### src/amf3e_pkg.sv
// Shared types and constants of the AMF3 scalar value encoder.
package amf3e_pkg;

  localparam int unsigned OpW    = 3;
  localparam int unsigned MaxLen = 9;
  localparam int unsigned CntW   = 4;

  localparam logic [OpW-1:0] OP_UNDEF  = 3'd0;
  localparam logic [OpW-1:0] OP_NULL   = 3'd1;
  localparam logic [OpW-1:0] OP_BOOL   = 3'd2;
  localparam logic [OpW-1:0] OP_INT    = 3'd3;
  localparam logic [OpW-1:0] OP_DOUBLE = 3'd4;

  localparam logic [7:0] MK_UNDEF  = 8'h00;
  localparam logic [7:0] MK_NULL   = 8'h01;
  localparam logic [7:0] MK_FALSE  = 8'h02;
  localparam logic [7:0] MK_TRUE   = 8'h03;
  localparam logic [7:0] MK_INT    = 8'h04;
  localparam logic [7:0] MK_DOUBLE = 8'h05;

  // Double exponent of an integer normalized so its leading one sits at bit 31.
  localparam logic [10:0] EXP_BIAS31 = 11'd1054;

  // One encoded value: first byte in the lowest bits.
  typedef struct packed {
    logic [CntW-1:0]      count;
    logic [8*MaxLen-1:0]  bytes;
  } rec_t;

  // Classified value between the two front stages.
  typedef struct packed {
    logic [OpW-1:0] op;
    logic           flag;
    logic           fits;
    logic [28:0]    u29;
    logic [63:0]    dbits;
  } cls_t;

endpackage

### src/amf3e_front.sv
// Front end: accept a value, classify it and build its byte record.
module amf3e_front (
  input  logic               clk,
  input  logic               rst,
  input  logic               in_valid,
  output logic               in_ready,
  input  logic [2:0]         op,
  input  logic               flag_value,
  input  logic signed [31:0] int_value,
  input  logic [63:0]        double_bits,
  output logic               push_valid,
  input  logic               push_ready,
  output amf3e_pkg::rec_t    push_rec
);

  // stage 1: input register
  logic               v1;
  logic [2:0]         op1;
  logic               flag1;
  logic [31:0]        ival1;
  logic [63:0]        dbits1;

  // stage 2: classified value
  logic               v2;
  amf3e_pkg::cls_t    cls2;
  amf3e_pkg::cls_t    cls_next;

  logic               s2_kind_ok;
  logic               s2_adv;
  logic               s2_ready;

  logic               sign1;
  logic [31:0]        mag1;
  logic [1:0]         lzc1;
  logic [31:0]        norm1;
  logic [63:0]        ibits1;

  assign s2_kind_ok = (cls2.op == amf3e_pkg::OP_UNDEF) || (cls2.op == amf3e_pkg::OP_NULL) ||
                      (cls2.op == amf3e_pkg::OP_BOOL) || (cls2.op == amf3e_pkg::OP_INT) ||
                      (cls2.op == amf3e_pkg::OP_DOUBLE);
  // drop unknown kinds without a push
  assign s2_adv   = v2 && (push_ready || !s2_kind_ok);
  assign s2_ready = !v2 || s2_adv;
  assign in_ready = !v1 || s2_ready;

  // An integer outside the U29 range has its leading one in bits 31..28.
  always_comb begin
    sign1 = ival1[31];
    mag1  = sign1 ? (~ival1 + 32'd1) : ival1;
    priority if (mag1[31]) lzc1 = 2'd0;
    else if (mag1[30])     lzc1 = 2'd1;
    else if (mag1[29])     lzc1 = 2'd2;
    else                   lzc1 = 2'd3;
    norm1  = mag1 << lzc1;
    ibits1 = {sign1, amf3e_pkg::EXP_BIAS31 - {9'd0, lzc1}, norm1[30:0], 21'd0};

    cls_next.op    = op1;
    cls_next.flag  = flag1;
    cls_next.fits  = sign1 ? (ival1[31:28] == 4'hF) : (ival1[31:28] == 4'h0);
    cls_next.u29   = ival1[28:0];
    cls_next.dbits = (op1 == amf3e_pkg::OP_INT) ? ibits1 : dbits1;
  end

  always_ff @(posedge clk) begin
    if (rst) begin
      v1 <= 1'b0;
      v2 <= 1'b0;
    end else begin
      if (in_ready) begin
        v1 <= in_valid;
      end
      if (s2_ready) begin
        v2 <= v1;
      end
    end
  end

  always_ff @(posedge clk) begin
    if (in_valid && in_ready) begin
      op1    <= op;
      flag1  <= flag_value;
      ival1  <= int_value;
      dbits1 <= double_bits;
    end
    if (v1 && s2_ready) begin
      cls2 <= cls_next;
    end
  end

  // build the record
  logic [63:0] d;
  logic [28:0] u;
  always_comb begin
    d = cls2.dbits;
    u = cls2.u29;
    push_rec.bytes = '0;
    push_rec.count = 4'd1;
    unique case (cls2.op)
      amf3e_pkg::OP_UNDEF: push_rec.bytes[7:0] = amf3e_pkg::MK_UNDEF;
      amf3e_pkg::OP_NULL:  push_rec.bytes[7:0] = amf3e_pkg::MK_NULL;
      amf3e_pkg::OP_BOOL:
        push_rec.bytes[7:0] = cls2.flag ? amf3e_pkg::MK_TRUE : amf3e_pkg::MK_FALSE;
      amf3e_pkg::OP_INT: begin
        if (cls2.fits) begin
          priority if (u[28:7] == '0) begin
            push_rec.bytes[15:0] = {1'b0, u[6:0], amf3e_pkg::MK_INT};
            push_rec.count       = 4'd2;
          end else if (u[28:14] == '0) begin
            push_rec.bytes[23:0] = {1'b0, u[6:0], 1'b1, u[13:7], amf3e_pkg::MK_INT};
            push_rec.count       = 4'd3;
          end else if (u[28:21] == '0) begin
            push_rec.bytes[31:0] = {1'b0, u[6:0], 1'b1, u[13:7], 1'b1, u[20:14],
                                    amf3e_pkg::MK_INT};
            push_rec.count       = 4'd4;
          end else begin
            push_rec.bytes[39:0] = {u[7:0], 1'b1, u[14:8], 1'b1, u[21:15], 1'b1, u[28:22],
                                    amf3e_pkg::MK_INT};
            push_rec.count       = 4'd5;
          end
        end else begin
          push_rec.bytes = {d[7:0], d[15:8], d[23:16], d[31:24], d[39:32], d[47:40],
                            d[55:48], d[63:56], amf3e_pkg::MK_DOUBLE};
          push_rec.count = 4'd9;
        end
      end
      amf3e_pkg::OP_DOUBLE: begin
        push_rec.bytes = {d[7:0], d[15:8], d[23:16], d[31:24], d[39:32], d[47:40],
                          d[55:48], d[63:56], amf3e_pkg::MK_DOUBLE};
        push_rec.count = 4'd9;
      end
      default: push_rec.count = 4'd1;
    endcase
  end

  assign push_valid = v2 && s2_kind_ok;

endmodule

### src/amf3e_queue.sv
// Two-entry record queue between front end and serializer.
module amf3e_queue (
  input  logic            clk,
  input  logic            rst,
  input  logic            push_valid,
  output logic            push_ready,
  input  amf3e_pkg::rec_t push_rec,
  output logic            pop_valid,
  input  logic            pop_en,
  output amf3e_pkg::rec_t pop_rec
);

  amf3e_pkg::rec_t entries [2];
  logic            wptr;
  logic            rptr;
  logic [1:0]      cnt;
  logic            do_push;
  logic            do_pop;

  assign push_ready = (cnt != 2'd2);
  assign pop_valid  = (cnt != 2'd0);
  assign pop_rec    = entries[rptr];
  assign do_push    = push_valid && push_ready;
  assign do_pop     = pop_en && pop_valid;

  always_ff @(posedge clk) begin
    if (rst) begin
      wptr <= 1'b0;
      rptr <= 1'b0;
      cnt  <= 2'd0;
    end else begin
      if (do_push) begin
        wptr <= ~wptr;
      end
      if (do_pop) begin
        rptr <= ~rptr;
      end
      cnt <= cnt + {1'b0, do_push} - {1'b0, do_pop};
    end
  end

  always_ff @(posedge clk) begin
    if (do_push) begin
      entries[wptr] <= push_rec;
    end
  end

endmodule

### src/amf3e_back.sv
// Back end: serialize queued records one byte per unstalled cycle into the output register.
module amf3e_back (
  input  logic            clk,
  input  logic            rst,
  input  logic            rec_valid,
  output logic            rec_pop,
  input  amf3e_pkg::rec_t rec,
  output logic            out_valid,
  input  logic            out_ready,
  output logic [7:0]      out_byte,
  output logic            out_last
);

  logic                               busy;
  logic [8*(amf3e_pkg::MaxLen-1)-1:0] cur;
  logic [amf3e_pkg::CntW-1:0]         rem;
  logic                               load;

  assign load    = !out_valid || out_ready;
  assign rec_pop = load && !busy && rec_valid;

  always_ff @(posedge clk) begin
    if (rst) begin
      busy      <= 1'b0;
      out_valid <= 1'b0;
    end else if (load) begin
      if (busy) begin
        out_valid <= 1'b1;
        busy      <= (rem != 4'd1);
      end else if (rec_valid) begin
        out_valid <= 1'b1;
        busy      <= (rec.count != 4'd1);
      end else begin
        out_valid <= 1'b0;
      end
    end
  end

  always_ff @(posedge clk) begin
    if (load) begin
      if (busy) begin
        out_byte <= cur[7:0];
        out_last <= (rem == 4'd1);
        cur      <= cur >> 8;
        rem      <= rem - 4'd1;
      end else if (rec_valid) begin
        // emit the marker now, hold the rest
        out_byte <= rec.bytes[7:0];
        out_last <= (rec.count == 4'd1);
        cur      <= rec.bytes[8*amf3e_pkg::MaxLen-1:8];
        rem      <= rec.count - 4'd1;
      end
    end
  end

endmodule

### src/amf3_scalar_value_encoder.sv
// Top level of the AMF3 scalar value encoder.
//
// Input stream s_axis: one request per scalar value (undefined, null, boolean,
// integer or double bits). Output stream m_axis: the AMF3 encoding of each
// value, one byte per transfer, marker first, tlast on the value's final byte.
// Requests with an unknown kind (5..7) produce no bytes.
//
// Throughput: one output byte per cycle with no gap between values while the
// receiver takes every byte. Encodings are 1 byte for undefined, null and
// boolean, 2..5 for a U29 integer, 9 for a double or an out-of-range integer.
// The byte-wide output register sets this rate.
// When the serializer is free, the marker passes the input register, the
// classify register, the record queue and the output register in that order.
// A two-entry record queue lets new requests enter while the serializer still
// drains an earlier value; s_axis_tready drops once the queue and the front
// stages are full. When the receiver stalls, the output byte holds.
// Reset (rst, synchronous) empties every stage; no clearing pass is needed.
module amf3_scalar_value_encoder (
  input  logic         clk,
  input  logic         rst,
  input  logic         s_axis_tvalid,
  output logic         s_axis_tready,
  // [2:0] op, [3] flag_value, [35:4] int_value, [99:36] double_bits, [103:100] zero
  input  logic [103:0] s_axis_tdata,
  output logic         m_axis_tvalid,
  input  logic         m_axis_tready,
  // [7:0] out_byte
  output logic [7:0]   m_axis_tdata,
  output logic         m_axis_tlast
);

  logic            push_valid;
  logic            push_ready;
  amf3e_pkg::rec_t push_rec;
  logic            pop_valid;
  logic            pop_en;
  amf3e_pkg::rec_t pop_rec;

  amf3e_front u_front (
    .clk         (clk),
    .rst         (rst),
    .in_valid    (s_axis_tvalid),
    .in_ready    (s_axis_tready),
    .op          (s_axis_tdata[2:0]),
    .flag_value  (s_axis_tdata[3]),
    .int_value   (s_axis_tdata[35:4]),
    .double_bits (s_axis_tdata[99:36]),
    .push_valid  (push_valid),
    .push_ready  (push_ready),
    .push_rec    (push_rec)
  );

  amf3e_queue u_queue (
    .clk        (clk),
    .rst        (rst),
    .push_valid (push_valid),
    .push_ready (push_ready),
    .push_rec   (push_rec),
    .pop_valid  (pop_valid),
    .pop_en     (pop_en),
    .pop_rec    (pop_rec)
  );

  amf3e_back u_back (
    .clk       (clk),
    .rst       (rst),
    .rec_valid (pop_valid),
    .rec_pop   (pop_en),
    .rec       (pop_rec),
    .out_valid (m_axis_tvalid),
    .out_ready (m_axis_tready),
    .out_byte  (m_axis_tdata),
    .out_last  (m_axis_tlast)
  );

endmodule

### config.mk
export PLATFORM = sky130hd
export DESIGN_NAME = amf3_scalar_value_encoder
export DESIGN_NICKNAME = d
export VERILOG_FILES = /design/src/amf3e_pkg.sv /design/src/amf3e_front.sv /design/src/amf3e_queue.sv /design/src/amf3e_back.sv /design/src/amf3_scalar_value_encoder.sv
export SDC_FILE = /design/constraint.sdc
export NUM_CORES = 1
export LEC_CHECK = 0
export BUFFER_PORTS_ARGS = -buffer_cell sky130_fd_sc_hd__buf_4
export CAP_MARGIN = 10
export CORE_MARGIN = 3
export CORE_UTILIZATION = 30
export CTS_CLUSTER_SIZE = 20
export DETAILED_ROUTE_END_ITERATION = 8
export PLACE_DENSITY = 0.44
export SYNTH_ARGS = -nofsm -noshare
export SYNTH_HDL_FRONTEND = slang
export SYNTH_HIERARCHICAL = 1
export SYNTH_SLANG_ARGS = --single-unit
### constraint.sdc
create_clock -name clk -period 6.15 [get_ports clk]
set_input_delay 0 -clock clk [delete_from_list [all_inputs] [get_ports clk]]
set_output_delay 0 -clock clk [all_outputs]
set_load 0.005 [all_outputs]
-- After elaboration in Yosys (flattened, before gate mapping)
Memory sizes are Yosys's and may differ from the RTL's. A register that Yosys moved wholly into a read port is not among the register bits.
Index checks and enable logic that the tools add are counted.
- bits in registers: 283
- memory bits (writable): 152
- output and inout port bits: 11
- word-level logic and storage cells: 111
- memories kept: 1
- memories (name ; depth ; width ; rd ports ; clocked after Yosys merged registers in ; write ports ; line ; source):
    u_queue.entries ; 2 ; 76 ; 1 ; 1 ; 1 ; amf3e_queue.sv:13 ; amf3e_pkg::rec_t entries [2];
- add/subtract/negate cells: 6
- equal/unequal tests: 11
- shift-type cells: 1
- multiplexer cells: 38
- bitwise operators: 3
- reduce and logical (&&, ||, !) cells: 29
- operators with widths (operator ; number):
    64-bit 2-to-1 mux ; 2
    64-bit one-hot mux with 2 select lines ; 1
    32-bit 2-to-1 mux ; 3
    56-bit 2-to-1 mux ; 1
    24-bit 2-to-1 mux ; 2
    40-bit 2-to-1 mux ; 1
    32-bit by 1-bit adder with 32-bit output, second input constant ; 1
    16-bit 2-to-1 mux ; 2
    32-bit NOT ; 1
    8-bit one-hot mux with 4 select lines ; 1
    32-bit by 2-bit << shifter with 31-bit output ; 1
    8-bit 2-to-1 mux ; 3
    22-bit logical NOT ; 1
    4-bit 2-to-1 mux ; 5
    15-bit logical NOT ; 1
    1-bit 2-to-1 mux ; 14
    11-bit by 2-bit subtractor with 11-bit output, first input constant ; 1
    3-bit by 2-bit equality test with 1-bit output, second input constant ; 3
    4-bit by 1-bit equality test with 1-bit output, second input constant ; 2
    1-bit logical AND ; 8
    8-bit logical NOT ; 1
    1-bit logical OR ; 8
    4-bit by 1-bit inequality test with 1-bit output, second input constant ; 2
    4-bit one-hot mux with 2 select lines ; 1
    14 further kinds ; 22

-- Depth between registers and ports, before layout
Gate-level depths: netlist of run 1.
- word-level depth: 11
- depth in mapped cells: 10

-- Cells and area by module
Netlist of run 1, hierarchy kept.
- by module, submodules not included (module ; times used ; cells an instance ; area an instance (um^2)):
    amf3e_front ; 1 ; 718 ; 9122.5
    amf3e_queue ; 1 ; 260 ; 5865.6
    amf3e_back ; 1 ; 190 ; 3422.0

-- Worst setup path before layout of run 1
No wires, ideal clock.
- path kind: register to register
- from: register u_front/cls2[97] in the netlist's numbering
- to: register u_front.dbits1[0], enable pin
- arrival time: 5.675 ns
- required time: 5.559 ns
- slack: -0.117 ns
- cell stages (with the launch flop): 5
- clock period less this slack: 6.267 ns
- cells stage by stage: edfxtp_1 -> o21ai_0 -> and2_1 -> nor2b_1 -> a21oi_1
- cells in the longest elaborated chain, start to end: 11
- RTL lines (element ; line ; source):
    start, declared ; amf3e_front.sv:25 ; amf3e_pkg::cls_t cls2;
    start signal, assigned ; amf3e_front.sv:86 ; cls2 <= cls_next;
    3-bit by 1-bit equality test with 1-bit output or 3-bit logical NOT (tied branches) ; amf3e_front.sv:38 ; assign s2_kind_ok = (cls2.op == amf3e_pkg::OP_UNDEF) || (cls2.op == amf3e_pkg::OP_NULL) ||
    1-bit logical OR (2 in a row) ; amf3e_front.sv:38 ;
    1-bit logical OR ; amf3e_front.sv:39 ; (cls2.op == amf3e_pkg::OP_BOOL) || (cls2.op == amf3e_pkg::OP_INT) ||
    1-bit logical OR * ; amf3e_front.sv:39 ;
    1-bit logical NOT * ; amf3e_front.sv:42 ; assign s2_adv = v2 && (push_ready || !s2_kind_ok);
    1-bit logical OR * ; amf3e_front.sv:42 ;
    1-bit logical AND * ; amf3e_front.sv:42 ;
    1-bit logical OR * ; amf3e_front.sv:43 ; assign s2_ready = !v2 || s2_adv;
    1-bit logical OR * ; amf3e_front.sv:44 ; assign in_ready = !v1 || s2_ready;
    1-bit logical AND * ; amf3e_front.sv:79 ; if (in_valid && in_ready) begin
    end signal, assigned ; amf3e_front.sv:83 ; dbits1 <= double_bits;
    end, declared ; amf3e_front.sv:21 ; logic [63:0] dbits1;
Every way passes the cells marked *; elsewhere a longest branch is shown, timed or not.
A chain may end at the register's enable or synchronous reset.

==> metrics.txt, run 1 <==
outcome=complete, no violations; Nets=1,510; clock-pin slew on the worst setup and hold paths=0.06 ns; H-tree levels=2; Comb power frac=7.2%; CTS root buffer=clkbuf_16; P_int=5.35 mW; Max Slew Vio Count=0; Vias=10,200; CP arrival=4.33 ns; Die Y=254 microns; CP required=6.47 ns; Port-buffer cells=114; worst hold slack=0.136 ns; post-detailed-route wirelength per cell=18.9 microns; initial antenna violation count=1; ANT cells=0; Final GP Congestion=0.815; Largest delay share family, worst path=compound AO/OA/AOI/OAI gates; worst-margin pin slew=1.10 ns; count of final hold-check violations=0; sequential fraction of the synthesis area=70.6%; Clk Latency, worst-skew pair=0.57 ns; worst path cell trace=nor4_2 -> nand4_1 -> o21ai_2 -> xnor2_1 -> buf_4 -> a21oi_2 -> mux2_2 -> a221o_1; number of vias per cell=4.63; setup TNS=0 ns; Flop pwr share=51.4%; core box area=60,600 sq um; Final min period=4.01 ns; switching power total=1.51 mW; Syn Area/Cell=15.8 sq um; mapped cell area=18,400 sq um; RSZ-0062 raised after global routing=no; final period utilization=65.3%; Tot GR Track Use=13.0%; CP Capture Type=register; CTS Buf Count=50; worst setup path class=register to register; # DRC=0; most common cell after layout, fill and taps aside=edfxtp_1; Pleak=7.93 nW; Post-synth ARST share=0%; Synth cell types=68; Ports=119; first-pass GRT wire length=63.7 mm; Setup Fix Bufs, Post-CTS=0; Area Overhead vs Synth=23.4%; YS warnings=6; Mapped Cells=1,168; commonest non-fill, non-tap cells in the layout=edfxtp_1 (427), buf_4 (128), dlygate4sd3_1 (103); endpoints failing setup=0; startpoint types=register; remaining global-route overflow=0; worst vdd ir=0.169 mV; Synth Register Bits=436; CTS Buffer Depth=3; Die Area=64,400 sq um; number of synthesized flops with an enable pin=427; PwrDens=302 nW/um^2; layout cell share with drive strength beyond 1=21.9%; switching part of the total power=22.0%; Max stage delay on crit path=0.63 ns; CP max stage cell=nand4_1; clk_skew=0.0107 ns; num rows=90; Detailed Route Iter0 Violations=705; Initial Utilization=30.4%; Worst slew margin=26.9%; number of max-cap violations=0; setup ws final=2.14 ns; drt first pass iters=5; worst min-delay path class=input pin to register; Routed Antenna Nets=0; Die Width=254 microns; CTS tree=yes; Buf/Inv on CP=1; Clock power frac=41.4%; largest net degree at the start of global routing=101; Max Fclk=249 MHz; final WL=41.8 mm; Synth Flop Type=edfxtp_1; pre-CTS setup slack=2.09 ns; clk sink count=436; DP HPWL=26.3 mm; largest fanout on the critical path=13; vias in the first global route=10,600
## power groups by stage
stage	Clock [mW]	Combinational, mW	Sequential, mW
2_1_floorplan	0	0.290	3.55
3_3_place_gp	0	0.442	3.59
3_5_place_dp	0	0.447	3.59
4_1_cts	2.95	0.500	3.53
5_1_grt	3.08	0.545	3.54
6_report	2.84	0.491	3.52
## registers in the layout, summed over array words and instances (netlist names), 4 cells and up, named ones only
| signal | count |
|---|---|
| u_back/out_byte | 8 |
| u_front/ival1 | 32 |
| u_front/dbits1 | 64 |
| u_front/u | 29 |
| u_back/rem | 4 |
| u_back/cur | 64 |
| u_front/cls2 | 5 |
| u_queue/entries | 152 |
| u_front/d | 64 |
## metal layers
metal / track usage [%] / up-vias / wire length, microns
met5: 0 / - / 0
met4: 4.51 / 0 / 1210
met3: 2.61 / 86 / 1850
met2: 20.7 / 228 / 19500
met1: 17.8 / 5044 / 19200
li1: - / 4887 / -
## through the flow
| step | instances | instance area (sq um) | util [%] | total power, mW |
|---|---|---|---|---|
| 6_report | 2215 | 22700 | 37.5 | 6.86 |
| 5_1_grt | 2215 | 22700 | 37.5 | 7.16 |
| 4_1_cts | 2214 | 22700 | 37.5 | 6.98 |
| 3_5_place_dp | 2021 | 20100 | 33.2 | 4.04 |
| 3_3_place_gp | 2021 | 20100 | 33.2 | 4.03 |
| 2_1_floorplan | 1172 | 18400 | - | 3.84 |
## Yosys cell counts (all sizes together), types with 6 or more instances
cell type  count  share of area [%]
clkbuf        31               0.63
mux2         145                9.7
o31ai         19               0.85
a221o          6               0.33
dfxtp          9               0.98
o22ai         17               0.58
a21oi         23               0.65
nor2b         14               0.48
xor2          23                1.1
nor3          16               0.50
o41ai          7               0.43
buf           31                1.2
nand3          9               0.24
nand2         80                1.6
o21ai         52                1.4
mux2i         15               0.82
a31oi          7               0.24
and2          61                2.1
edfxtp       427                 70
nor2          53                1.1
xnor2         16               0.80
ha             7               0.48
nor4           9               0.57
a22o          10               0.48
or4            7               0.33
or3            6               0.20
inv           20               0.41
## area by class of cell
class	count	area [sq um]
fillers	5717	37900
flip-flops and latches	436	13000
multi-input cells	654	5050
repair buffers	233	2030
clock buffers	59	1310
well taps	782	978
clock inverters	31	262
inverters	20	75.1
## repair_timing
action                                  4_1_cts  5_1_grt
hold endpoints to repair                    109        0
hold buffers                                103        0
endpoints found under the setup margin        0        0
resized for setup                             0        0
## final timing paths
path	startpoint	slack, ns	endpoint	cells after the start
min reg2reg	u_front/flag1	0.42	u_front/cls2[94]	0
max	u_front/ival1[12]	2.14	u_front/d[24]	8
max reg2reg	u_front/ival1[12]	2.14	u_front/d[24]	8
min	s_axis_tdata[92]	0.14	u_front/dbits1[56]	2
## cells by family after synthesis
| logic type | share of synthesized area (%) |
|---|---|
| xor+xnor | 1.94 |
| compound gates | 6.28 |
| other cells | 0.0204 |
| flops | 70.6 |
| mux | 10.5 |
| fa+ha+maj | 0.476 |
| simple gates | 7.88 |
| buf+inv | 2.28 |
Note: power is estimated with default switching activity, not from simulation.
==> inputs of run 2 (changes only) <==
==> constraint.sdc (replaced) <==
create_clock -name clk -period 3.2 [get_ports clk]
set_input_delay 0 -clock clk [delete_from_list [all_inputs] [get_ports clk]]
set_output_delay 0 -clock clk [all_outputs]
set_load 0.005 [all_outputs]
==> metrics.txt, run 2 (synthesized netlist as in run 1, its figures left out) <==
outcome=complete, no violations (unchanged); layout filler cell count=5,668 (was 5,717); worst vdd ir=0.324 mV (was 0.169 mV); clk_skew=0.0175 ns (was 0.0107 ns); CP arrival=3.25 ns (was 4.33 ns); Sequential Area=13,000 sq um (unchanged); Final GP Congestion=0.847 (was 0.815); Register-to-Register Setup Slack=0.25 ns (was 2.14 ns); CP required=3.50 ns (was 6.47 ns); CTS Buffer Depth=3 (unchanged); ANT cells=0 (unchanged); Routed Antenna Nets=0 (unchanged); Final min period=2.95 ns (was 4.01 ns); PwrDens=575 nW/um^2 (was 302 nW/um^2); endpoints failing setup=0 (unchanged); Clk Latency, worst-skew pair=0.57 ns (about the same); DP HPWL=27.0 mm (was 26.3 mm); Initial Utilization=30.4% (unchanged); Vias=10,300 (was 10,200); vias in the first global route=10,700 (was 10,600); final WL=41.7 mm (was 41.8 mm); CTS Buf Count=49 (was 50); Die Width=254 microns (unchanged); core box area=60,600 sq um (unchanged); CP Capture Type=register (unchanged); layout cell share with drive strength beyond 1=23.3% (was 21.9%); Area Overhead vs Synth=25.2% (was 23.4%); Tot GR Track Use=13.1% (was 13.0%); count of final hold-check violations=0 (unchanged); worst-margin pin slew=1.05 ns (was 1.10 ns); num rows=90 (unchanged); post-detailed-route wirelength per cell=18.5 microns (was 18.9 microns); Multi-input gate area=5050 sq um (unchanged); startpoint types=register (unchanged); clock-pin slew on the worst setup and hold paths=0.06 ns (about the same); H-tree levels=2 (unchanged); Max Slew Vio Count=0 (unchanged); Worst slew margin=30.3% (was 26.9%); Max Fclk=339 MHz (was 249 MHz); dpl cells=2,055 (was 2,021); Detailed Route Iter0 Violations=768 (was 705); RSZ-0062 raised after global routing=no (unchanged); commonest non-fill, non-tap cells in the layout=edfxtp_1 (427), buf_4 (156), dlygate4sd3_1 (103) (was edfxtp_1 (427), buf_4 (128), dlygate4sd3_1 (103)); max FFs per register=152 (unchanged); clk sink count=436 (unchanged); initial antenna violation count=0 (was 1); CTS resizes=0 (unchanged); Ports=119 (unchanged); largest reg by FF count=u_queue/entries (unchanged); Non-Filler Instances=2,248 (was 2,215); Pleak=8.10 nW (was 7.93 nW); drt first pass iters=7 (was 5); Die Y=254 microns (unchanged); CTS root buffer=clkbuf_16 (unchanged); CTS tree=yes (unchanged); final period utilization=92.2% (was 65.3%); Nets=1,543 (was 1,510); number of max-cap violations=0 (unchanged); remaining global-route overflow=0 (unchanged); number of vias per cell=4.59 (was 4.63); worst setup path class=register to register (unchanged); # DRC=0 (unchanged); largest net degree at the start of global routing=101 (unchanged); first-pass GRT wire length=64.6 mm (was 63.7 mm); Final Cell Area=23,000 sq um (was 22,700 sq um); Port-buffer cells=114 (unchanged); setup TNS=0 ns (unchanged); most common cell after layout, fill and taps aside=edfxtp_1 (unchanged); worst min-delay path class=input pin to register (unchanged); area post-placement=20,400 sq um (was 20,100 sq um); largest fanout on the critical path=11 (was 13); Die Area=64,400 sq um (unchanged); total power=13.2 mW (was 6.86 mW)
## run 2: changes by cell type in the layout (fill, tap and decap cells not counted)
cell        before  now
buf_12           1    8
buf_4          128  156
buf_8            1    0
bufinv_16        4    6
clkbuf_1         8   10
clkbuf_16       51   49
clkinv_1         9   13
clkinv_2        12    7
clkinvlp_4       4    1
inv_6            1    2
## run 2: repair_timing
item	CTS	global route
hold buffers	103	0
hold endpoints to repair	109	0
buffers inserted	0	1
setup endpoints to repair	0	2
## run 2: metal layers
layer | global-route usage [%] | share of wire, % | routed length (microns)
met2 | 21.6 | 48 | 19800
met1 | 17.9 | 46 | 19300
met3 | 2.52 | 4.3 | 1780
met4 | 3.42 | 1.8 | 761
met5 | 0 | 0 | 0
## run 2: path summary, 6_finish.rpt
kind	end	start	depth (start not counted)
min	u_front/dbits1[50]	s_axis_tdata[86]	2
min reg2reg	u_front/cls2[94]	u_front/flag1	0
max	u_queue/entries[1][21]	u_front/u[22]	6
max reg2reg	u_queue/entries[1][21]	u_front/u[22]	6
## run 2: report_power, final
part	switching, mW	total [mW]	leakage (nW)	internal (mW)
clock network	2.20	5.49	0.762	3.29
logic	0.514	0.983	3.29	0.469
registers	0.158	6.77	4.06	6.61
total	2.87	13.2	8.10	10.4
## run 2: area by class of cell
cell class / instances / share of cell area [%]
clock buffers: 59 / 5.48
clock inverters: 30 / 1.29
inverters: 20 / 0.326
multi-input cells: 654 / 21.9
flip-flops and latches: 436 / 56.5
well taps: 782 / 4.25
repair buffers: 267 / 10.3
## run 2: critical path: stages (launching register included)
cell and delay, ns:
edfxtp_1 0.44, or4_1 0.57, or4_4 0.64, nand2_1 0.28, buf_4 0.21, nor2_1 0.04
o31ai_1 0.50
## run 2: per-stage QoR
stage	setup slack [ns]	utilization, %	hold WS (ns)
finish	0.250	38.0	0.140
global route	0.0832	38.0	0.114
CTS	0.199	38.0	0.0922
detailed placement	0.216	33.7	0.179
global placement	0.259	33.7	0.178
floorplan	0.200	-	0.0691
==> inputs of run 3 (changes only) <==
--- a/config.mk
+++ b/config.mk
@@ -5,13 +5,16 @@
 export SDC_FILE = /design/constraint.sdc
 export NUM_CORES = 1
 export LEC_CHECK = 0
+export ABC_AREA = 1
 export BUFFER_PORTS_ARGS = -buffer_cell sky130_fd_sc_hd__buf_4
 export CAP_MARGIN = 10
+export CELL_PAD_IN_SITES_DETAIL_PLACEMENT = 1
+export CELL_PAD_IN_SITES_GLOBAL_PLACEMENT = 1
 export CORE_MARGIN = 3
 export CORE_UTILIZATION = 30
 export CTS_CLUSTER_SIZE = 20
 export DETAILED_ROUTE_END_ITERATION = 8
-export PLACE_DENSITY = 0.44
+export PLACE_DENSITY = 0.61
 export SYNTH_ARGS = -nofsm -noshare
 export SYNTH_HDL_FRONTEND = slang
 export SYNTH_HIERARCHICAL = 1
==> metrics.txt, run 3 <==
num rows=92 (was 90); PwrDens=558 nW/um^2 (was 575 nW/um^2); H-tree levels=2 (unchanged); synth top area cells=edfxtp_1 (67%), nand2_1 (8.5%), nor2_1 (3.3%) (was edfxtp_1 (70%), mux2_1 (3.9%), mux2_4 (3.3%)); startpoint types=register (unchanged); worst path cell trace=inv_2 -> ha_1 -> nand3_2 -> nand2_1 -> nand2_2 -> nor2_4 -> nand3_2 -> nand2_1 -> nand2_2 -> nand2_1 -> clkinv_2 -> nand3_1 -> nand3_1 (was or4_1 -> or4_4 -> nand2_1 -> buf_4 -> nor2_1 -> o31ai_1); Max Fclk=378 MHz (was 339 MHz); largest net degree at the start of global routing=81 (was 101); Yosys top cell area share=66.7% (was 69.6%); number of max-cap violations=0 (unchanged); switching power total=2.96 mW (was 2.87 mW); Synth Register Bits=436 (unchanged); mapped cell area=19,200 sq um (was 18,400 sq um); Comb power frac=7.5% (was 7.4%); CP required=3.52 ns (was 3.50 ns); Post-synth top cells=nand2_1 (437), edfxtp_1 (427), nor2_1 (167) (was edfxtp_1 (427), nand2_1 (80), mux2_1 (64)); CP Capture Point=u_front/d[35] (was u_queue/entries[1][21]); largest fanout on the critical path=28 (was 11); Reg2Reg Depth=13 (was 6); Reg-to-Reg End=u_front/d[35] (was u_queue/entries[1][21]); Die Width=259 microns (was 254 microns); worst min-delay path class=input pin to register (unchanged); CTS resizes=0 (unchanged); worst setup path class=register to register (unchanged); Final min period=2.65 ns (was 2.95 ns); outcome=complete, no violations (unchanged); Max stage delay on crit path=0.43 ns (was 0.64 ns); layout cell share with drive strength beyond 1=18.7% (was 23.3%); max FFs per register=152 (unchanged); clk_skew=0.0211 ns (was 0.0175 ns); final WL=48.3 mm (was 41.7 mm); Initial Utilization=30.4% (about the same); Detailed Route Iter0 Violations=563 (was 768); Area Overhead vs Synth=22.9% (was 25.2%); first-pass GRT wire length=74.9 mm (was 64.6 mm); total power=13.2 mW (about the same); Setup Fix Bufs, Post-CTS=0 (unchanged); Crit path top cell by count=nand2_1; setup TNS=0 ns (unchanged); reg2reg start=u_front/ival1[0] (was u_front/u[22]); Die Area=67,200 sq um (was 64,400 sq um); Synth cell types=50 (was 68); clock-pin slew on the worst setup and hold paths=0.06 ns (about the same); vias in the first global route=13,200 (was 10,700); Die Y=259 microns (was 254 microns); CP Capture Type=register (unchanged); pre-CTS setup slack=0.541 ns (was 0.216 ns); Pleak=9.21 nW (was 8.10 nW); Clk Latency, worst-skew pair=0.58 ns (was 0.57 ns); worst-margin pin slew=1.09 ns (was 1.05 ns); CTS tree=yes (unchanged); Post-synth ARST share=0% (unchanged); Routed Antenna Nets=0 (unchanged); DP HPWL=32.2 mm (was 27.0 mm); number of vias per cell=4.51 (was 4.59); Final GP Congestion=0.853 (was 0.847); switching part of the total power=22.4% (was 21.7%); worst hold slack=0.136 ns (was 0.140 ns); RSZ-0062 raised after global routing=no (unchanged); Register-to-Register Setup Slack=0.55 ns (was 0.25 ns); Tot GR Track Use=14.4% (was 13.1%); number of synthesized flops with an enable pin=427 (unchanged); worst vdd ir=0.409 mV (was 0.324 mV); Syn Area/Cell=11.9 sq um (was 15.8 sq um); Worst slew margin=27.2% (was 30.3%); Synth Flop Type=edfxtp_1 (unchanged); largest area contributor in the netlist=edfxtp_1 (unchanged); Setup crit start=u_front/ival1[0] (was u_front/u[22]); post-layout util=37.4% (was 38.0%); most common cell after layout, fill and taps aside=nand2_1 (was edfxtp_1); Ports=119 (unchanged); Clock power frac=41.6% (was 41.4%); Nets=1,974 (was 1,543); largest reg by FF count=u_queue/entries (unchanged); Port-buffer cells=114 (unchanged); CTS Hold Buffers Added=104 (was 103); count of final hold-check violations=0 (unchanged); remaining global-route overflow=0 (unchanged); final period utilization=82.7% (was 92.2%); # DRC=0 (unchanged); setup ws final=0.555 ns (was 0.250 ns); CTS Buf Count=48 (was 49); Max Slew Vio Count=0 (unchanged); Mapped Cells=1,621 (was 1,168); endpoints failing setup=0 (unchanged); Vias=12,400 (was 10,300); initial antenna violation count=0 (unchanged); YS warnings=6 (unchanged); Flop pwr share=50.9% (was 51.1%); commonest non-fill, non-tap cells in the layout=nand2_1 (437), edfxtp_1 (427), nor2_1 (164) (was edfxtp_1 (427), buf_4 (156), dlygate4sd3_1 (103)); CP arrival=2.96 ns (was 3.25 ns); core box area=63,200 sq um (was 60,600 sq um); P_int=10.2 mW (was 10.4 mW); CTS Buffer Depth=3 (unchanged); ANT cells=0 (unchanged); sequential fraction of the synthesis area=67.6% (was 70.6%); count leader, synth=nand2_1 (was edfxtp_1); CP max stage cell=edfxtp_1 (was or4_4); clk sink count=436 (unchanged); CTS root buffer=clkbuf_16 (unchanged); drt first pass iters=5 (was 7); post-detailed-route wirelength per cell=17.6 microns (was 18.5 microns)
==> run 3: layer usage <==
metal	GRT usage (%)	part of all wire (%)
met5	0	0
met3	2.50	3.5
met1	18.9	46
met4	3.92	2.1
met2	24.5	49
==> run 3: kinds of logic after synthesis <==
family                     share of synthesized area (%)
adders and majority gates                          0.456
other                                             0.0195
xor gates and xnor gates                            1.05
and+or+nand+nor                                     17.7
muxes                                               5.34
AOI/OAI and AO/OA                                   2.50
buffers and inverters                               5.28
DFF                                                 67.6
==> run 3: layout make-up <==
class | count | area, sq um
fillers | 6803 | 39600
flip-flops and latches | 436 | 13000
multi-input cells | 977 | 5250
repair buffers | 245 | 2170
clock buffers | 60 | 1250
well taps | 846 | 1060
inverters | 151 | 576
clock inverters | 29 | 314
==> run 3: power groups by stage <==
stage,Clock [mW],Sequential (mW),Combinational [mW]
after global placement,0,6.83,0.875
after detailed placement,0,6.84,0.897
after floorplan,0,6.78,0.570
after global routing,5.89,6.74,1.11
final,5.48,6.71,0.991
after CTS,5.67,6.72,1.00
==> run 3: through the flow <==
stage | cell area [sq um] | instances
floorplan | 19300 | 1625
global placement | 21000 | 2551
detailed placement | 21000 | 2551
CTS | 23600 | 2744
global route | 23600 | 2744
finish | 23600 | 2744
==> run 3: worst max-delay path: cells and delay by family, from the launching register on <==
family	cells	cell delay [ns]
fa+ha+maj	1	0.19
flops	1	0.43
buf+inv	2	0.42
simple gates	10	1.33
==> run 3: worst min-delay path by stage <==
| stage | from | to | slack, ns | cells after the start |
|---|---|---|---|---|
| 3_5_place_dp | s_axis_tdata[67] | u_front/dbits1[31] | 0.18 | 1 |
| 2_1_floorplan | rst | u_back/out_valid | 0.07 | 1 |
| 5_1_grt | s_axis_tdata[54] | u_front/dbits1[18] | 0.11 | 2 |
| 3_3_place_gp | s_axis_tdata[46] | u_front/dbits1[10] | 0.18 | 1 |
| 6_report | s_axis_tdata[72] | u_front/dbits1[36] | 0.14 | 2 |
| 4_1_cts | s_axis_tdata[69] | u_front/dbits1[33] | 0.08 | 2 |
